**src/rtl/core/ttcf_delay.sv**
```systemverilog
// ----------------------------------------------------------------------------
// ttcf_delay: side-band register line
// Carries values alongside the pipeline, one register per stage, each
// stage loaded with that stage's enable.
// ----------------------------------------------------------------------------
module ttcf_delay #(
  parameter int W = 8,
  parameter int N = 2
) (
  input  logic         clk,
  input  logic [N-1:0] en,
  input  logic [W-1:0] d,
  output logic [W-1:0] q
);

  logic [W-1:0] pipe [N];

  always_ff @(posedge clk) begin
    if (en[0]) pipe[0] <= d;
    for (int i = 1; i < N; i++) begin
      if (en[i]) pipe[i] <= pipe[i-1];
    end
  end

  assign q = pipe[N-1];

endmodule

```
**config.mk**
```make
export PLATFORM = sky130hd
export DESIGN_NAME = ttcf_delay
export DESIGN_NICKNAME = d
export VERILOG_FILES = /design/src/rtl/core/ttcf_delay.sv
export SDC_FILE = /design/constraint.sdc
export NUM_CORES = 1
export LEC_CHECK = 0
export BUFFER_PORTS_ARGS = -buffer_cell sky130_fd_sc_hd__buf_2
export CAP_MARGIN = 20
export CORE_AREA = 10 10 47 49
export CTS_CLUSTER_SIZE = 14
export DETAILED_ROUTE_END_ITERATION = 12
export DIE_AREA = 0 0 57 59
export GPL_TIMING_DRIVEN = 0
export HOLD_SLACK_MARGIN = 0.03
export PLACE_DENSITY_LB_ADDON = 0.3
export SLEW_MARGIN = 20
export SYNTH_ARGS = -nofsm -noshare
export SYNTH_HDL_FRONTEND = slang
export SYNTH_SLANG_ARGS = --single-unit
```
**constraint.sdc**
```tcl
create_clock -name clk -period 0.9 [get_ports clk]
set_input_delay 0.225 -clock clk [delete_from_list [all_inputs] [get_ports clk]]
set_output_delay 0.225 -clock clk [all_outputs]
set_load 0.03 [all_outputs]
```
=== After elaboration in Yosys (flattened, before gate mapping) ===
Memory sizes are Yosys's and may differ from the RTL's.
Cells that the tools add are included.

* Eq/ne operators: 0
* Order comparisons: 0
* Bitwise operators: 0
* Reductions and logical operators: 0
* Add/sub/neg operators: 0
* Shift operators: 0
* Multiplexer cells: 4
* Divide/modulo/power cells: 0
* Multiply operators: 0

{| class="wikitable"
|+ Operators by type and width
! operator !! count
|-
| 2-to-1 mux 1 bit || 4
|}

* Output and inout bits: 8
* Memory bits (writable): 16
* ROM bits: 0
* Memories: 1
* Register bits: 0
* Word-level logic and storage cells: 5
* Bits in latches: 0

{| class="wikitable"
|+ Memory list
! memory !! depth !! bits a word !! read ports !! clocked after memory_dff !! wr ports !! line !! source
|-
| pipe || 2 || 8 || 2 || 0 || 2 || 16 || <nowiki>logic [W-1:0] pipe [N];</nowiki>
|}

=== Longest topological paths before layout ===
* Word-level depth: 2
* Gate-level depth with buffers: 1

=== Worst setup path before layout ===
Ideal clock, no wire load.

* Path kind: register -> output
* From: mem pipe[1][0] (netlist: pipe[0][8])
* To: out q[0]
* Slack: 0.174 ns
* Data arrival time: 0.501 ns
* Required time: 0.675 ns
* Cell stages (with the launch flop): 2
* Cells stage by stage: edfxtp_1 > buf_4

{| class="wikitable"
|+ RTL lines
! element !! line !! source
|-
| start, declared || 16 ||
|-
| end, declared || 13 || <nowiki>output logic [W-1:0] q</nowiki>
|}

==> summary.txt <==
Hold path
  • Hold WC Path Type: primary input to flop
  • Min-delay src: d[1]

Cells and area
  • Largest Register: pipe
  • Fillcell total: 129
  • Max reg flops: 16
  • Finished Layout Cells: 53
  • Footprint of the multi-input gates: 0 sq um
  • Multi-input gates: 0
  • Top flop regs: pipe x16
  • Share of cells above drive strength 1: 56.8%
  • Layout net count: 50
  • Final Cell Area: 663 sq um
  • P&R area growth vs syn: 22.7%
  • Ant diodes: 0

CTS
  • CTS Hold Bufs: 0
  • Clock sink total: 16
  • Worst skew pair latency: 270 ps
  • Post-CTS Setup Bufs: 0
  • CTS Buf Count: 3
  • CTS H-Tree Depth: 1
  • Max clock buf depth: 2
  • Clock-pin slew on the worst setup and hold paths: 80 ps
  • CTS tree: done
  • Clk root buf: clkbuf_4

Route
  • Antenna Nets Post-Route: 0
  • Pre-antenna DRT Iters: 3
  • Routed len/inst: 13.2 um
  • DR vias: 216
  • Residual DRC count: 0
  • DR vias/cell: 4.08
  • Final wirelength: 702 um
  • Detailed Route Iter0 Violations: 5

Global routing
  • Total track usage: 4.72%
  • Initial antenna violation count: 0
  • Global route overflow: 0
  • Vias in the first global route: 276
  • Pin count of the biggest net entering global routing: 9
  • First-pass GRT wire length: 1.21 mm

Worst setup path
  • Worst Path Max Fanout: 1
  • CP top delay family: flip-flops
  • CP peak stage delay: 400 ps
  • CP Cell Sequence: buf_6
  • CP bufs+invs: 1
  • Data arrival, critical path: 820 ps
  • Critical-path top delay cell: edfxtp_1
  • CP Class: flop to primary output
  • Kind of end point of the critical path: primary output
  • Reg2reg setup slack: 270 ps
  • WP data required: 670 ps
  • Crit. Startpoint: pipe[0][9]
  • Reg-to-Reg Start: pipe[0][0]
  • Crit start category: flop

Floorplanning
  • Placeable Area: 1400 sq um
  • Site Rows: 14
  • Die Width: 57 um
  • Initial Util: 38.6%
  • Die area: 3360 sq um
  • Io pins: 19
  • Die H: 59 um

Timing
  • Period minus WS final: 1050 ps
  • Setup_tns: -1080 ps
  • Worst Tran Pin Value: 172 ps
  • RSZ-0062 raised after global routing: true
  • Slew Limit Headroom: 88.5%
  • Clock skew: 0.759 ps
  • Final-report max-slew violation count: 0
  • Final Hold Violating Endpoints: 0
  • Fin crit share: 116%
  • Final setup violation count: 8
  • Final setup margin: -146 ps
  • Max frequency: 0.956 GHz

Pwr
  • Maximum VDD drop: 0.000969 V
  • Static leakage: 0.258 nW
  • Cell Pwr Density: 2070 nW/um^2

Place
  • Area after DPL: 651 sq um
  • Placer Congestion: 0.597
  • Placed insts: 58
  • # port buffers: 18

Yosys
  • Synth area leaders: edfxtp_1 89%, buf_4 11%
  • Mapped Area: 541 sq um
  • Largest area contributor in the netlist: edfxtp_1
  • Avg Cell Area, Syn: 22.5 sq um
  • Share of the synthesized area in the top cell type: 88.9%
  • Post-Synthesis Cells: 24
  • Yosys warnings: 0
  • Mapped Nets: 35
  • #FFs+latches synth: 16
  • Post-synthesis sequential area ratio: 88.9%
  • Netlist cell types: 2

Status
  • Status: complete, but fails checks
  • Failing checks: setup timing

Job
  • Max cap viols: 0
[cell type report]
class	instances	area [sq um]	share of cell area, %
tap	16	20.0	3.02
sequential	16	480	72.5
clock buffer	3	22.5	3.40
timing repair buffer	18	140	21.1
[synth_stat cells]
cell / n
buf_4: 8
edfxtp_1: 16
[metrics by stage]
step | hold WS (ps) | util [%] | total power (W) | setup slack [ps]
3_5_place_dp | 404 | 46.4 | 0.00105 | 19.6
2_1_floorplan | 324 | - | 0.000991 | 174
4_1_cts | 113 | 47.3 | 0.00140 | -166
6_report | 123 | 47.3 | 0.00137 | -146
5_1_grt | 110 | 47.3 | 0.00144 | -188
3_3_place_gp | 401 | 46.4 | 0.00104 | 40.8
[final timing paths]
kind	endpoint	cells past startpoint
hold / removal	pipe[0][1]	1
setup / recovery	q[1]	1
hold reg to reg	pipe[0][10]	0
setup reg to reg	pipe[0][8]	0
[cells in the final DEF, fill, tap and decap left out]
cell type  instances
buf_2             10
buf_6              8
clkbuf_4           3
edfxtp_1          16
[routing by layer]
| metal | global-route usage [%] | wire (um) |
|---|---|---|
| met2 | 8.22 | 362 |
| met5 | 0 | 0 |
| met4 | 3.02 | 0 |
| met3 | 2.58 | 61 |
| met1 | 4.15 | 278 |
[cells by family after synthesis]
logic type | count (synthesis) | synth area share, %
buffers and inverters | 8 | 11.1
flip-flops | 16 | 88.9
[where the power goes]
part	switching, W	total (W)	internal (W)
registers	0.0000168	0.000900	0.000883
clock network	0.000188	0.000343	0.000155
logic	0.0000731	0.000131	0.0000578
total	0.000278	0.00137	0.00110
[timing repair]
item | CTS | global route
endpoints found under the setup margin | 8 | 8
pin swaps | 0 | 0
resized for setup | 16 | 0
gates cloned | 0 | 0
Power figures use the tool's default switching activity.
